==> config.mk <==
export PLATFORM = sky130hd
export DESIGN_NAME = slt_tok_buf
export DESIGN_NICKNAME = d
export VERILOG_FILES = /design/src/rtl/slt_pkg.sv /design/src/rtl/slt_tok_buf.sv
export SDC_FILE = /design/constraint.sdc
export NUM_CORES = 1
export LEC_CHECK = 0
export ABC_AREA = 1
export BUFFER_PORTS_ARGS = -buffer_cell sky130_fd_sc_hd__buf_2
export CAP_MARGIN = 20
export CORE_MARGIN = 4
export CORE_UTILIZATION = 50
export CTS_BUF_LIST = sky130_fd_sc_hd__clkbuf_8
export DETAILED_ROUTE_END_ITERATION = 10
export PLACE_DENSITY_LB_ADDON = 0.1
export SLEW_MARGIN = 20
export SYNTH_ARGS = -nofsm -noshare
export SYNTH_HDL_FRONTEND = slang
export SYNTH_SLANG_ARGS = --single-unit
==> constraint.sdc <==
create_clock -name clk_i -period 6.55 [get_ports clk_i]
set_input_delay 0.9825 -clock clk_i [delete_from_list [all_inputs] [get_ports clk_i]]
set_output_delay 0.9825 -clock clk_i [all_outputs]
set_load 0.01 [all_outputs]
==> src/rtl/slt_pkg.sv <==
// ----------------------------------------------------------------------------
// slt_pkg
// shared sizes, token class codes and name table port types for the lexer
// ----------------------------------------------------------------------------
package slt_pkg;

  localparam int TABLE_DEPTH = 128;
  localparam int NAME_MAX    = 64;

  localparam int CNT_W    = $clog2(NAME_MAX + 1);
  localparam int POS_W    = $clog2(NAME_MAX);
  localparam int IDX_W    = $clog2(TABLE_DEPTH);
  localparam int EC_W     = $clog2(TABLE_DEPTH + 1);
  localparam int NS_DEPTH = TABLE_DEPTH * NAME_MAX;
  localparam int NS_AW    = $clog2(NS_DEPTH);
  localparam int ADDR_W   = 17;

  // token classes
  localparam logic [3:0] CLS_STRING  = 4'd0;
  localparam logic [3:0] CLS_KEYWORD = 4'd1;
  localparam logic [3:0] CLS_FUNC    = 4'd2;
  localparam logic [3:0] CLS_MAIN    = 4'd3;
  localparam logic [3:0] CLS_IDENT   = 4'd4;
  localparam logic [3:0] CLS_INT     = 4'd5;
  localparam logic [3:0] CLS_ARITH   = 4'd6;
  localparam logic [3:0] CLS_ARITH_A = 4'd7;
  localparam logic [3:0] CLS_LOGIC   = 4'd8;
  localparam logic [3:0] CLS_REL     = 4'd9;
  localparam logic [3:0] CLS_ASSIGN  = 4'd10;
  localparam logic [3:0] CLS_SPECIAL = 4'd11;

  // configuration register indexes
  localparam logic CFG_BASE  = 1'b0;
  localparam logic CFG_EBYTE = 1'b1;

  typedef struct packed {
    logic              ent_we;
    logic              byte_we;
    logic [IDX_W-1:0]  widx;
    logic [POS_W-1:0]  wpos;
    logic [7:0]        wbyte;
    logic [CNT_W-1:0]  wlen;
    logic [ADDR_W-1:0] waddr;
    logic [IDX_W-1:0]  ridx;
    logic [POS_W-1:0]  rpos;
  } tbl_req_t;

  typedef struct packed {
    logic [CNT_W-1:0]  len;
    logic [ADDR_W-1:0] addr;
    logic [7:0]        name_byte;
  } tbl_rsp_t;

endpackage

==> src/rtl/slt_tok_buf.sv <==
// ----------------------------------------------------------------------------
// slt_tok_buf
// text of the open token, one write and one registered read port
// ----------------------------------------------------------------------------
module slt_tok_buf (
  input  logic                      clk_i,
  input  logic                      we_i,
  input  logic [slt_pkg::POS_W-1:0] waddr_i,
  input  logic [7:0]                wdata_i,
  input  logic [slt_pkg::POS_W-1:0] raddr_i,
  output logic [7:0]                rdata_o
);

  logic [7:0] mem [slt_pkg::NAME_MAX];
  logic [7:0] rdata_q;

  always_ff @(posedge clk_i) begin
    if (we_i) begin
      mem[waddr_i] <= wdata_i;
    end
    rdata_q <= mem[raddr_i];
  end

  assign rdata_o = rdata_q;

endmodule

[Yosys cells after proc, flatten, opt, wreduce, memory -nomap -nowiden]
Memory sizes are Yosys's and may differ from the RTL's. A register that Yosys moved wholly into a read port is not among the register bits.
Cells that the tools add are included.
Storage, ports and cells
  register bits: 0
  memory bits (writable): 512
  input bits: 22
  output and inout bits: 8
  logic and storage cells: 3
  memories kept: 1
Memories
  mem: depth 64, width 8, rd ports 1, clocked after memory_dff 1, wr ports 1, line slt_tok_buf.sv:14  | logic [7:0] mem [slt_pkg::NAME_MAX];
Cells by class
  multiplexer cells: 2
Operators by type and width (count)
  1-bit 2-to-1 mux: 2

[Longest topological paths before layout]
  word-level depth: 2
  gate-level depth with buffers: 12
  gate-level depth less buffers: 9

[Least setup slack after synthesis]
Ideal clock, no wire load.
  path kind: input-to-reg
  start point: input port we_i
  end point: memory mem[48][0], enable pin
  setup time: 395 ps
  arrival: 2354 ps
  required time: 6155 ps
  slack: 3801 ps
  stages on the path: 3
  path buffers: 1
  cells stage by stage: clkbuf_1 > nand4_1 > nor4_1
On the way
  longest elaborated chain between the ends: 2
Ends and longest elaborated chain
  start, declared: line slt_tok_buf.sv:7  | input logic we_i,
  1-bit 2-to-1 mux: line slt_tok_buf.sv:18  | if (we_i) begin
  1-bit 2-to-1 mux (not written as such): line slt_tok_buf.sv:19  | mem[waddr_i] <= wdata_i;
  end, declared: line slt_tok_buf.sv:14
Every way passes these cells.

==> metrics.md <==
| Metric | Value |
|---|---|
| Least-Margin Pin Slew | `1.10 ns` |
| Power per standard cell area | `289 mW/mm²` |
| Hpwl dp | `29.0 mm` |
| Total Nets Final | `1858` |
| Clock Power Share | `38.2%` |
| Leakage | `8.41 nW` |
| Critical Path AT | `3.83 ns` |
| Sequential share of the synthesized area | `72.8%` |
| Gpl congestion | `0.814` |
| Fmax achieved | `308 MHz` |
| Largest area contributor in the netlist | `edfxtp_1` |
| Vias in the first global route | `13000` |
| Cts bufs inserted | `84` |
| Hold_sp | `raddr_i[5]` |
| CP startpoint kind | `input pin` |
| Clk_lat worst skew | `0.65 ns` |
| Fin cells | `2437` |
| Tightest Hold Check Type | `input pin to flop` |
| Post-DRT Antenna Nets | `0` |
| WHS | `0.719 ns` |
| Number of cell rows | `75` |
| Post-CTS setup buffer count | `0` |
| Clock sinks | `520` |
| Chip height | `215 µm` |
| Detail-routed net length per standard cell | `22.3 µm` |
| Pre-Repair DR Iteration Count | `6` |
| Max-slew violations | `0` |
| Worst-path clk slew | `0.06 ns` |
| Root buf cell | `clkbuf_8` |
| Final setup fails | `0` |
| RSZ-0062 raised after global routing | `false` |
| CP Capture Type | `flop` |
| Peak VDD IR | `0.167 mV` |
| Synthesized cell area | `0.0213 mm²` |
| Post-CTS Resized | `0` |
| CTS Hold Bufs | `0` |
| Placed insts | `2289` |
| Hold depth | `3` |
| Setup TNS | `0 ns` |
| Yosys cell types | `16` |
| Comb pwr share | `6.3%` |
| Setup crit start | `raddr_i[0]` |
| Grt ovf | `0` |
| Tot GR Track Use | `23.1%` |
| Post-Syn Instances | `1805` |
| Number of vias per cell | `5.67` |
| Yosys warning total | `0` |
| Max cap viols | `0` |
| Sw Ratio | `23.5%` |
| Share of layout cells above drive strength 1 | `8.17%` |
| CTS tree | `built` |
| Initial Util | `50.8%` |
| I/O pins | `30` |
| DRC Markers | `0` |
| Drt first-iter violations | `1194` |
| H-tree Lvls | `3` |
| N_diodes | `0` |
| Full die area | `0.0460 mm²` |
| Layout Utilization | `54.9%` |
| Max FO, Critical Path | `153` |
| Net Count, Synth | `1827` |
| Yosys reg bits | `520` |
| Area Growth Syn to Fin | `8.17%` |
| Reg power frac | `55.5%` |
| Pin count of the biggest net entering global routing | `154` |
| Crit path kind | `input pin to flop` |
| Post-layout min period | `3.24 ns` |
| Avg Inst Size Synth | `11.8 µm²` |
| Vias | `13800` |
| Core area | `0.0420 mm²` |
| Number of buffers added on ports | `29` |
| Die Width | `215 µm` |
| Slew HR | `26.6%` |
| Clk_skew | `0.0244 ns` |
| Clock buffer depth | `3` |
| DP Area | `0.0216 mm²` |
| Final Hold Fails | `0` |
| R2R cell count | `8` |
| Yosys top cell area share | `72.0%` |
| Fin area | `0.0231 mm²` |
| Antenna violations before repair | `2` |
| Required @ worst endpoint | `7.14 ns` |
| Final period util | `49.5%` |
| NetSw | `1.57 mW` |
| Global-route wire length before repair | `81.1 mm` |
| Pint | `5.09 mW` |
| Routed WL | `54.3 mm` |
| Synth area leaders | `edfxtp_1, nand2_1, nand3_1` |
| Worst r2r src | `mem[1][7]` |
| Outcome | `finished clean` |
-- registers in the layout, indices dropped and copies added, names as in the netlist --
signal	cells
mem	512
rdata_o	8
-- cells in the final DEF, fill, tap and decap left out, drive strengths merged --
cell      Yosys  routed
clkinvlp      0       1
dfxtp         8       8
nand3       439     439
nor2         56      56
buf          98      57
nor4          8       8
clkbuf       15      89
nand4         9       9
nand2       648     648
bufinv        0       2
inv          12      49
clkinv        0      20
edfxtp      512     512
-- cells by family after synthesis --
logic type             Yosys count  synth area share [%]
flip-flops                     520                  72.8
buffers and inverters          125                  4.02
AND/OR/NAND/NOR               1160                  23.2
-- cells in the mapped netlist, drive strengths merged --
cell and instances:
nor4 8, edfxtp 512, inv 12, clkbuf 15
nor2 56, dfxtp 8, nand3 439, nand4 9
nand2 648, buf 98
-- per-layer routing --
layer  track usage (%)  wire length (µm)  vias up
met1              33.2             23400     6714
met4              6.89              1380        4
met2              36.3             25700      567
li1                  -                 -     6421
met5                 0                19        -
met3              4.51              3860      110
-- area by class of cell --
class | count | area [µm²]
Clock buffer | 88 | 1210
Clock inverter | 60 | 285
Fill cell | 3633 | 19000
Inverter | 12 | 57.6
Multi-Input combinational cell | 1160 | 4950
Sequential cell | 520 | 15500
Tap cell | 539 | 674
Timing Repair Buffer | 58 | 374
-- path summary, 6_finish.rpt --
path,end,slack (ns)
worst max-delay path,rdata_o[4],3.31
worst max register to register,rdata_o[7],5.14
worst min-delay path,rdata_o[0],0.72
worst min register to register,rdata_o[4],0.83
-- metrics by stage --
stage          setup WS [ns]  power (mW)
3_3_place_gp            2.64        4.18
4_1_cts                 3.33        6.70
2_1_floorplan           3.80        4.02
3_5_place_dp            2.65        4.18
5_1_grt                 3.07        6.90
6_report                3.31        6.66
-- worst max-delay path, stage by stage --
cell and delay, ns:
clkbuf_8 0.39, inv_8 0.82, buf_4 0.48, nand2_1 0.10, nand3_1 0.09, nand3_1 0.11, nand2_1 0.11, nand2_1 0.11
nand3_1 0.27, nand3_1 0.11, nand2_1 0.08
-- power by group through the flow --
| stage | Clock [mW] | Combinational, mW | Sequential (mW) |
|---|---|---|---|
| 2_1_floorplan | 0 | 0.259 | 3.76 |
| 3_3_place_gp | 0 | 0.417 | 3.77 |
| 3_5_place_dp | 0 | 0.419 | 3.77 |
| 4_1_cts | 2.59 | 0.420 | 3.70 |
| 5_1_grt | 2.75 | 0.459 | 3.70 |
| 6_report | 2.55 | 0.418 | 3.70 |
(Power assumes the default switching activity.)
